[config.mk]
export PLATFORM = sky130hd
export DESIGN_NAME = gamepad_edge_and_autorepeat_flat
export DESIGN_NICKNAME = d
export VERILOG_FILES = /design/src/design/gea_pkg.sv /design/src/design/gea_ifs.sv /design/src/design/gamepad_edge_and_autorepeat.sv /design/src/design/gea_dir_decode.sv /design/src/design/gea_key_lane.sv /design/src/flat_wrapper.sv
export SDC_FILE = /design/constraint.sdc
export NUM_CORES = 1
export LEC_CHECK = 0
export BUFFER_PORTS_ARGS = -buffer_cell sky130_fd_sc_hd__buf_2
export CAP_MARGIN = 10
export CORE_ASPECT_RATIO = 0.7
export CORE_UTILIZATION = 45
export DETAILED_ROUTE_END_ITERATION = 16
export PLACE_DENSITY = 0.66
export SLEW_MARGIN = 5
export SYNTH_ARGS = -nofsm -noshare
export SYNTH_HDL_FRONTEND = slang
export SYNTH_SLANG_ARGS = --single-unit
[constraint.sdc]
create_clock -name clk -period 3.59 [get_ports clk]
set_input_delay 0.359 -clock clk [delete_from_list [all_inputs] [get_ports clk]]
set_output_delay 0.359 -clock clk [all_outputs]
set_load 0.02 [all_outputs]
[src/design/gea_pkg.sv]
package gea_pkg;

  localparam int DIR_KEYS   = 4;
  localparam int BUTTONS_IN = 16;
  localparam int KEY_BITS   = 20;

  localparam int AXIS_W   = 11;
  localparam int ANGLE_W  = 16;
  localparam int DELAY_W  = 7;
  localparam int THRESH_W = 10;
  localparam int CFG_IDX_W  = 2;
  localparam int CFG_DATA_W = 10;

  // Sector borders in hundredths of a degree; every border is inclusive.
  localparam logic [ANGLE_W-1:0] ANGLE_UP_RIGHT   = 16'd4500;
  localparam logic [ANGLE_W-1:0] ANGLE_RIGHT_DOWN = 16'd13500;
  localparam logic [ANGLE_W-1:0] ANGLE_DOWN_LEFT  = 16'd22500;
  localparam logic [ANGLE_W-1:0] ANGLE_LEFT_UP    = 16'd31500;

  localparam logic [DELAY_W-1:0]  FIRST_DELAY_RST   = 7'd20;
  localparam logic [DELAY_W-1:0]  REPEAT_PERIOD_RST = 7'd5;
  localparam logic [THRESH_W-1:0] THRESHOLD_RST     = 10'd500;

  typedef enum logic [CFG_IDX_W-1:0] {
    CFG_FIRST_DELAY     = 2'd0,
    CFG_REPEAT_PERIOD   = 2'd1,
    CFG_STICK_THRESHOLD = 2'd2
  } cfg_reg_t;

  // Direction keys in output bit order: up is bit 0.
  typedef struct packed {
    logic left;
    logic down;
    logic right;
    logic up;
  } dir_keys_t;

endpackage

[src/design/gea_ifs.sv]
interface gea_in_if;
  logic                                 valid;
  logic                                 ready;
  logic signed [gea_pkg::AXIS_W-1:0]    stick_x;
  logic signed [gea_pkg::AXIS_W-1:0]    stick_y;
  logic        [gea_pkg::ANGLE_W-1:0]   hat_angle;
  logic                                 hat_centered;
  logic        [gea_pkg::BUTTONS_IN-1:0] button_bits;

  modport source (output valid, stick_x, stick_y, hat_angle, hat_centered, button_bits,
                  input ready);
  modport sink (input valid, stick_x, stick_y, hat_angle, hat_centered, button_bits,
                output ready);
endinterface

interface gea_out_if;
  logic                             valid;
  logic                             ready;
  logic [gea_pkg::KEY_BITS-1:0]     held_keys;
  logic [gea_pkg::KEY_BITS-1:0]     pressed_now;
  logic [gea_pkg::KEY_BITS-1:0]     released_now;
  logic [gea_pkg::KEY_BITS-1:0]     repeat_pulse;

  modport source (output valid, held_keys, pressed_now, released_now, repeat_pulse,
                  input ready);
  modport sink (input valid, held_keys, pressed_now, released_now, repeat_pulse,
                output ready);
endinterface

[src/design/gamepad_edge_and_autorepeat.sv]
// Channel  Direction  Payload
// in_ch    sink       stick_x, stick_y, hat_angle, hat_centered, button_bits
// out_ch   source     held_keys, pressed_now, released_now, repeat_pulse
// cfg_*    write      cfg_we, cfg_index, cfg_wdata
//
// One frame per cycle while out_ch takes results: a transfer on in_ch updates every key lane in that cycle, and the
// result appears on out_ch in the next cycle from a single output register.
// in_ch stays ready while that register is empty or is being taken in the same cycle.
// Synchronous active-low reset clears every lane's previous held bit, repeat counters and the output valid,
// and restores the register defaults (delay 20, period 5, threshold 500).
module gamepad_edge_and_autorepeat #(
  parameter int BUTTON_COUNT = 16,
  parameter int COUNT_WIDTH  = 7
) (
  input  logic                             clk,
  input  logic                             rst_n,
  gea_in_if.sink                           in_ch,
  gea_out_if.source                        out_ch,
  input  logic                             cfg_we,
  input  logic [gea_pkg::CFG_IDX_W-1:0]    cfg_index,
  input  logic [gea_pkg::CFG_DATA_W-1:0]   cfg_wdata
);

  localparam int LANE_BUTTONS = (BUTTON_COUNT < gea_pkg::BUTTONS_IN) ?
                                BUTTON_COUNT : gea_pkg::BUTTONS_IN;
  localparam int LANES = gea_pkg::DIR_KEYS + LANE_BUTTONS;

  logic [gea_pkg::DELAY_W-1:0]  first_delay_r;
  logic [gea_pkg::DELAY_W-1:0]  repeat_period_r;
  logic [gea_pkg::THRESH_W-1:0] threshold_r;

  logic                         out_valid_r;
  logic [gea_pkg::KEY_BITS-1:0] held_r;
  logic [gea_pkg::KEY_BITS-1:0] pressed_r;
  logic [gea_pkg::KEY_BITS-1:0] released_r;
  logic [gea_pkg::KEY_BITS-1:0] pulse_r;

  logic                         accept;
  gea_pkg::dir_keys_t           dirs;
  logic [LANES-1:0]             held;
  logic [LANES-1:0]             prev;
  logic [LANES-1:0]             pulse;
  logic [COUNT_WIDTH-1:0]       delay_load;
  logic [COUNT_WIDTH-1:0]       period_load;
  logic [gea_pkg::KEY_BITS-1:0] held_nxt;
  logic [gea_pkg::KEY_BITS-1:0] pressed_nxt;
  logic [gea_pkg::KEY_BITS-1:0] released_nxt;
  logic [gea_pkg::KEY_BITS-1:0] pulse_nxt;

  always_ff @(posedge clk) begin
    if (!rst_n) begin
      first_delay_r   <= gea_pkg::FIRST_DELAY_RST;
      repeat_period_r <= gea_pkg::REPEAT_PERIOD_RST;
      threshold_r     <= gea_pkg::THRESHOLD_RST;
    end else if (cfg_we) begin
      case (cfg_index)
        gea_pkg::CFG_FIRST_DELAY:     first_delay_r   <= cfg_wdata[gea_pkg::DELAY_W-1:0];
        gea_pkg::CFG_REPEAT_PERIOD:   repeat_period_r <= cfg_wdata[gea_pkg::DELAY_W-1:0];
        gea_pkg::CFG_STICK_THRESHOLD: threshold_r     <= cfg_wdata;
        default: ;
      endcase
    end
  end

  assign delay_load  = COUNT_WIDTH'(first_delay_r);
  assign period_load = COUNT_WIDTH'(repeat_period_r);

  assign in_ch.ready = !out_valid_r || out_ch.ready;
  assign accept      = in_ch.valid && in_ch.ready;

  gea_dir_decode u_decode (
    .stick_x      (in_ch.stick_x),
    .stick_y      (in_ch.stick_y),
    .hat_angle    (in_ch.hat_angle),
    .hat_centered (in_ch.hat_centered),
    .threshold    (threshold_r),
    .dirs         (dirs)
  );

  assign held[gea_pkg::DIR_KEYS-1:0] = dirs;
  assign held[LANES-1:gea_pkg::DIR_KEYS] = in_ch.button_bits[LANE_BUTTONS-1:0];

  for (genvar k = 0; k < LANES; k++) begin : g_lane
    gea_key_lane #(
      .COUNT_WIDTH (COUNT_WIDTH)
    ) u_lane (
      .clk         (clk),
      .rst_n       (rst_n),
      .accept      (accept),
      .held        (held[k]),
      .delay_load  (delay_load),
      .period_load (period_load),
      .prev_held   (prev[k]),
      .pulse       (pulse[k])
    );
  end

  // Merge the lanes into the fixed 20-bit result; keys without a lane read as zero.
  assign held_nxt     = gea_pkg::KEY_BITS'(held);
  assign pressed_nxt  = gea_pkg::KEY_BITS'(held & ~prev);
  assign released_nxt = gea_pkg::KEY_BITS'(prev & ~held);
  assign pulse_nxt    = gea_pkg::KEY_BITS'(pulse);

  always_ff @(posedge clk) begin
    if (!rst_n) begin
      out_valid_r <= 1'b0;
    end else if (accept) begin
      out_valid_r <= 1'b1;
    end else if (out_ch.ready) begin
      out_valid_r <= 1'b0;
    end
  end

  always_ff @(posedge clk) begin
    if (accept) begin
      held_r     <= held_nxt;
      pressed_r  <= pressed_nxt;
      released_r <= released_nxt;
      pulse_r    <= pulse_nxt;
    end
  end

  assign out_ch.valid        = out_valid_r;
  assign out_ch.held_keys    = held_r;
  assign out_ch.pressed_now  = pressed_r;
  assign out_ch.released_now = released_r;
  assign out_ch.repeat_pulse = pulse_r;

endmodule

[src/design/gea_dir_decode.sv]
module gea_dir_decode (
  input  logic signed [gea_pkg::AXIS_W-1:0]   stick_x,
  input  logic signed [gea_pkg::AXIS_W-1:0]   stick_y,
  input  logic        [gea_pkg::ANGLE_W-1:0]  hat_angle,
  input  logic                                hat_centered,
  input  logic        [gea_pkg::THRESH_W-1:0] threshold,
  output gea_pkg::dir_keys_t                  dirs
);

  localparam int CMP_W = gea_pkg::THRESH_W + 2;

  logic signed [CMP_W-1:0] x_ext;
  logic signed [CMP_W-1:0] y_ext;
  logic signed [CMP_W-1:0] th_pos;
  logic signed [CMP_W-1:0] th_neg;
  logic                    hat_up;
  logic                    hat_right;
  logic                    hat_down;
  logic                    hat_left;

  assign x_ext  = CMP_W'(stick_x);
  assign y_ext  = CMP_W'(stick_y);
  assign th_pos = $signed({2'b00, threshold});
  assign th_neg = -th_pos;

  // Neighboring sectors share their border angle, so a diagonal holds two keys.
  assign hat_up    = !hat_centered && (hat_angle <= gea_pkg::ANGLE_UP_RIGHT ||
                                       hat_angle >= gea_pkg::ANGLE_LEFT_UP);
  assign hat_right = !hat_centered && hat_angle >= gea_pkg::ANGLE_UP_RIGHT &&
                     hat_angle <= gea_pkg::ANGLE_RIGHT_DOWN;
  assign hat_down  = !hat_centered && hat_angle >= gea_pkg::ANGLE_RIGHT_DOWN &&
                     hat_angle <= gea_pkg::ANGLE_DOWN_LEFT;
  assign hat_left  = !hat_centered && hat_angle >= gea_pkg::ANGLE_DOWN_LEFT &&
                     hat_angle <= gea_pkg::ANGLE_LEFT_UP;

  assign dirs.up    = (y_ext <= th_neg) || hat_up;
  assign dirs.right = (x_ext >= th_pos) || hat_right;
  assign dirs.down  = (y_ext >= th_pos) || hat_down;
  assign dirs.left  = (x_ext <= th_neg) || hat_left;

endmodule

[src/design/gea_key_lane.sv]
module gea_key_lane #(
  parameter int COUNT_WIDTH = 7
) (
  input  logic                   clk,
  input  logic                   rst_n,
  input  logic                   accept,
  input  logic                   held,
  input  logic [COUNT_WIDTH-1:0] delay_load,
  input  logic [COUNT_WIDTH-1:0] period_load,
  output logic                   prev_held,
  output logic                   pulse
);

  logic                   prev_r;
  logic                   prev_nxt;
  logic [COUNT_WIDTH-1:0] cnt_r;
  logic [COUNT_WIDTH-1:0] cnt_nxt;
  logic [COUNT_WIDTH-1:0] cnt_dec;

  assign cnt_dec = cnt_r - COUNT_WIDTH'(1);

  always_comb begin
    pulse    = 1'b0;
    cnt_nxt  = '0;
    prev_nxt = held;
    if (held && !prev_r) begin
      pulse   = 1'b1;
      cnt_nxt = delay_load;
    end else if (held) begin
      // A counter of zero wraps here, so a zero load waits a full counter cycle.
      if (cnt_dec == '0) begin
        pulse   = 1'b1;
        cnt_nxt = period_load;
      end else begin
        cnt_nxt = cnt_dec;
      end
    end
  end

  always_ff @(posedge clk) begin
    if (!rst_n) begin
      prev_r <= 1'b0;
      cnt_r  <= '0;
    end else if (accept) begin
      prev_r <= prev_nxt;
      cnt_r  <= cnt_nxt;
    end
  end

  assign prev_held = prev_r;

endmodule
[src/flat_wrapper.sv]
// flat-port wrapper written by rule: the top's interface ports become plain ports
module gamepad_edge_and_autorepeat_flat 
#(
  parameter int BUTTON_COUNT = 16,
  parameter int COUNT_WIDTH  = 7
)
  (clk, rst_n, cfg_we, cfg_index, cfg_wdata, in_ch_valid, in_ch_stick_x, in_ch_stick_y, in_ch_hat_angle, in_ch_hat_centered, in_ch_button_bits, in_ch_ready, out_ch_valid, out_ch_held_keys, out_ch_pressed_now, out_ch_released_now, out_ch_repeat_pulse, out_ch_ready);
  gea_in_if in_ch_i ();
  gea_out_if out_ch_i ();
  input  logic clk;
  input  logic rst_n;
  input  logic cfg_we;
  input  logic [gea_pkg::CFG_IDX_W-1:0] cfg_index;
  input  logic [gea_pkg::CFG_DATA_W-1:0] cfg_wdata;
  input wire logic [$bits(in_ch_i.valid)-1:0] in_ch_valid;
  input wire logic [$bits(in_ch_i.stick_x)-1:0] in_ch_stick_x;
  input wire logic [$bits(in_ch_i.stick_y)-1:0] in_ch_stick_y;
  input wire logic [$bits(in_ch_i.hat_angle)-1:0] in_ch_hat_angle;
  input wire logic [$bits(in_ch_i.hat_centered)-1:0] in_ch_hat_centered;
  input wire logic [$bits(in_ch_i.button_bits)-1:0] in_ch_button_bits;
  output wire logic [$bits(in_ch_i.ready)-1:0] in_ch_ready;
  output wire logic [$bits(out_ch_i.valid)-1:0] out_ch_valid;
  output wire logic [$bits(out_ch_i.held_keys)-1:0] out_ch_held_keys;
  output wire logic [$bits(out_ch_i.pressed_now)-1:0] out_ch_pressed_now;
  output wire logic [$bits(out_ch_i.released_now)-1:0] out_ch_released_now;
  output wire logic [$bits(out_ch_i.repeat_pulse)-1:0] out_ch_repeat_pulse;
  input wire logic [$bits(out_ch_i.ready)-1:0] out_ch_ready;
  assign in_ch_i.valid = in_ch_valid;
  assign in_ch_i.stick_x = in_ch_stick_x;
  assign in_ch_i.stick_y = in_ch_stick_y;
  assign in_ch_i.hat_angle = in_ch_hat_angle;
  assign in_ch_i.hat_centered = in_ch_hat_centered;
  assign in_ch_i.button_bits = in_ch_button_bits;
  assign in_ch_ready = in_ch_i.ready;
  assign out_ch_valid = out_ch_i.valid;
  assign out_ch_held_keys = out_ch_i.held_keys;
  assign out_ch_pressed_now = out_ch_i.pressed_now;
  assign out_ch_released_now = out_ch_i.released_now;
  assign out_ch_repeat_pulse = out_ch_i.repeat_pulse;
  assign out_ch_i.ready = out_ch_ready;
  gamepad_edge_and_autorepeat #(.BUTTON_COUNT(BUTTON_COUNT), .COUNT_WIDTH(COUNT_WIDTH)) u_core (.clk(clk), .rst_n(rst_n), .in_ch(in_ch_i), .out_ch(out_ch_i), .cfg_we(cfg_we), .cfg_index(cfg_index), .cfg_wdata(cfg_wdata));
endmodule
==> metrics.csv <==
stage,metric,value,unit
global_route,vias in the first global route,14100,
timing,Clock Skews,0.0205,ns
timing,final hold violations,0,
placed_design,IO Port Bufs,153,
hold_path,worst min-delay path class,in2reg,
routing,1st-iter DRT viols,1718,
hold_path,min-delay src,cfg_wdata[7],
floorplan,Chip Height,161,µm
floorplan,DIE AREA,36900,µm²
critical_path,worst path required time,4.08,ns
routing,"antenna viol nets, final",0,
routing,DRT Wirelength,47600,µm
final_layout,antenna cell count,0,
critical_path,R2R Setup Slk,0.17,ns
pwr,pwr dens,426,nW/µm²
synth,register area share after synthesis,37.6,%
timing,Fin Setup TNS,0,ns
timing,Final period util,95.4,%
critical_path,kind of critical path,reg2reg,
synth,Unique masters post-synth,76,
synth,#FFs+latches synth,265,
final_layout,fillers,3227,
synth,Mapped Nets,2079,
critical_path,r2r startpoint,u_core.threshold_r[1],
global_route,grt ovf,0,
final_layout,Finished Layout Cells,2522,
critical_path,R2R depth,12,
synth,"FFs w/ async S/R, synth",0,%
timing,Max Transition Viols Final,0,
pwr,Max VDD drop,337,µV
floorplan,chip width,229,µm
timing,relative slew slack,18.6,%
synth,Main synth FF type,dfxtp_1,
global_route,first-pass GRT wire length,75900,µm
timing,final setup vio count,0,
synth,Synth Cell Area,16300,µm²
synth,Post-synth EDFFs,80,
clock_network,clock latency on the worst-skew pair,0.56,ns
timing,Tmin final,3.42,ns
floorplan,Initial Util,46.2,%
synth,Ys Warns,0,
run_status,outcome,finished clean,
hold_path,Hold EP,u_core.threshold_r[7],
placed_design,dpl cells,2470,
global_route,gr usage total,25.3,%
floorplan,Core Rows,57,
global_route,largest net degree at the start of global routing,112,
clock_network,H-tree depth,1,
clock_network,CTS tree,yes,
placed_design,hpwl dp,32200,µm
critical_path,crit end category,register,
pwr,Pleak,0.00682,µW
routing,detailed-route wire length per cell,18.9,µm
clock_network,CTS Sinks,265,
final_layout,area grow syn2layout,13.2,%
hold_path,cell depth of the worst hold path,3,
timing,Max Clock Freq,292,MHz
timing,RSZ-0062 raised after global routing,yes,
placed_design,GPL Wtd Cong,0.970,
floorplan,core area,35200,µm²
clock_network,Root Buffer,clkbuf_16,
floorplan,IO Count,154,
clock_network,postcts setup bufs,0,
routing,Via density,6.02,
routing,Via Count,15200,
global_route,initial antenna violation count,0,
synth,mean post-synth cell area,8.42,µm²
flow_run,total of max-cap violations,0,
timing,Slew @ Worst Pin,1.22,ns
clock_network,CTS buffer count,28,
final_layout,fin nets,2177,
clock_network,Clock Path Buffers,3,
routing,DR pass1 iterations,7,
clock_network,Worst-path clk slew,0.07,ns
critical_path,CP max FO,4,
critical_path,Worst Setup Start Kind,register,
routing,DRC Markers,0,
final_layout,share of cells above drive strength 1,12.7,%
critical_path,Arrival @ worst endpoint,3.92,ns
synth,Cells after Synth,1930,
critical_path,worst r2r dst,u_core.g_lane[0].u_lane.cnt_r[3],
-- metal layers --
layer | share of wire [%] | wire, µm | global-route usage [%]
met5 | 0 | 0 | 0
met4 | 1.9 | 885 | 6.33
met3 | 6.8 | 3240 | 3.64
met2 | 43 | 20300 | 38.0
met1 | 49 | 23200 | 38.0
-- stage by stage --
step / util (%) / area [µm²] / worst slack [ns] / hold WS, ns / total power [µW]
5_1_grt: 52.4 / 18400 / 0.00494 / 0.0435 / 8180
4_1_cts: 52.3 / 18400 / 0.160 / 0.0123 / 7890
3_3_place_gp: 49.6 / 17400 / 0.233 / 0.455 / 4820
3_5_place_dp: 49.6 / 17400 / 0.185 / 0.459 / 4850
6_report: 52.4 / 18400 / 0.166 / 0.0343 / 7850
2_1_floorplan: - / 16300 / 0.446 / 0.444 / 4420
-- critical path, stage by stage (launching register included) --
cell and delay (ns):
dfxtp_1 0.32, inv_1 0.10, ha_1 0.24, or4b_1 0.56, nor4_1 0.30, xnor2_1 0.20, ha_1 0.29, nand2_1 0.07
a211o_1 0.13, a2111oi_2 0.06, o41a_2 0.43, or4_1 0.50, a31oi_1 0.16
-- power by group --
| group | leakage, µW | switching, µW | internal [µW] |
|---|---|---|---|
| combinational | 0.00405 | 851 | 524 |
| sequential | 0.00229 | 191 | 3250 |
| clock | 0.000474 | 1240 | 1800 |
| total | 0.00682 | 2280 | 5570 |
-- cells in the mapped netlist (all sizes together), types with 21 or more instances --
cell     count  area [µm²]
inv         80         300
nand3       53         265
nand2b      28         175
xnor2       72         631
xor2        29         254
clkbuf     110         413
nor4        40         250
o2111ai     33         289
mux2i       21         210
a211oi      35         263
edfxtp      80        2400
o211ai      42         315
o21ai       78         394
nand2      201         754
nand3b      22         165
nor3        31         160
a31oi       53         332
a21oi      153         769
nor2b       60         375
ha          77         963
dfxtp      185        3700
nor2       174         653
-- state kept, by name (all words and copies together) (netlist names) --
| name | cells |
|---|---|
| u_core.delay_load | 7 |
| u_core.threshold_r | 10 |
| u_core.out_ch.valid | 1 |
| u_core.g_lane.u_lane.prev_held | 20 |
| u_core.period_load | 7 |
| u_core.out_ch.released_now | 20 |
| u_core.out_ch.held_keys | 20 |
| u_core.out_ch.pressed_now | 20 |
| u_core.g_lane.u_lane.cnt_r | 140 |
| u_core.out_ch.repeat_pulse | 20 |
-- layout by cell type, fill, tap and decap left out, types with 18 or more instances in the layout --
cell type / netlist / routed
o211ai_1: 42 / 42
a211oi_1: 35 / 35
a211o_1: 19 / 19
o31a_1: 18 / 18
nand3_1: 53 / 53
a31oi_1: 53 / 53
nand2b_1: 28 / 28
nand2_1: 201 / 200
or4_1: 19 / 19
nor2b_1: 60 / 60
o21ai_0: 75 / 75
xor2_1: 29 / 29
o2111ai_1: 33 / 33
a21oi_1: 152 / 152
nor2_1: 174 / 174
inv_1: 80 / 79
nor3_1: 30 / 30
mux2i_1: 21 / 21
xnor2_1: 72 / 72
buf_2: 1 / 153
ha_1: 77 / 77
dfxtp_1: 185 / 185
buf_4: 0 / 34
clkbuf_16: 0 / 29
o31ai_1: 18 / 18
edfxtp_1: 80 / 80
nor4_1: 40 / 40
nand3b_1: 22 / 22
-- area by class of cell --
type	count	area, µm²	share of cell area (%)
Clock buffer	40	817	4.44
Tap cell	472	591	3.21
Clock inverter	12	140	0.761
Inverter	83	319	1.73
Timing Repair Buffer	189	1060	5.76
Sequential cell	265	6110	33.2
Multi-Input combinational cell	1461	9380	50.9
-- logic make-up after synthesis --
| family | share of synthesized area, % |
|---|---|
| multiplexers | 1.43 |
| AND/OR/NAND/NOR | 21.0 |
| XOR/XNOR | 5.86 |
| flip-flops | 37.6 |
| buffers and inverters | 4.86 |
| AO/OA/AOI/OAI | 23.4 |
| adder cells (fa/ha/maj) | 5.93 |
-- how the worst max path moves through the flow --
stage	startpoint	slack [ns]	cells past startpoint	to
after floorplan	u_core.threshold_r[5]	0.45	11	u_core.g_lane[0].u_lane.cnt_r[3]
after global placement	u_core.threshold_r[1]	0.23	12	u_core.out_ch.repeat_pulse[0]
after detailed placement	u_core.threshold_r[1]	0.19	12	u_core.out_ch.repeat_pulse[0]
after CTS	u_core.threshold_r[1]	0.16	12	u_core.out_ch.repeat_pulse[0]
after global routing	u_core.threshold_r[1]	0.005	12	u_core.g_lane[0].u_lane.cnt_r[3]
final	u_core.threshold_r[1]	0.17	12	u_core.g_lane[0].u_lane.cnt_r[3]
-- repair_timing --
action / 4_1_cts / 5_1_grt
hold buffers: 0 / 0
resized for setup: 0 / 1
endpoints found under the setup margin: 0 / 8
(Power assumes the default switching activity.)
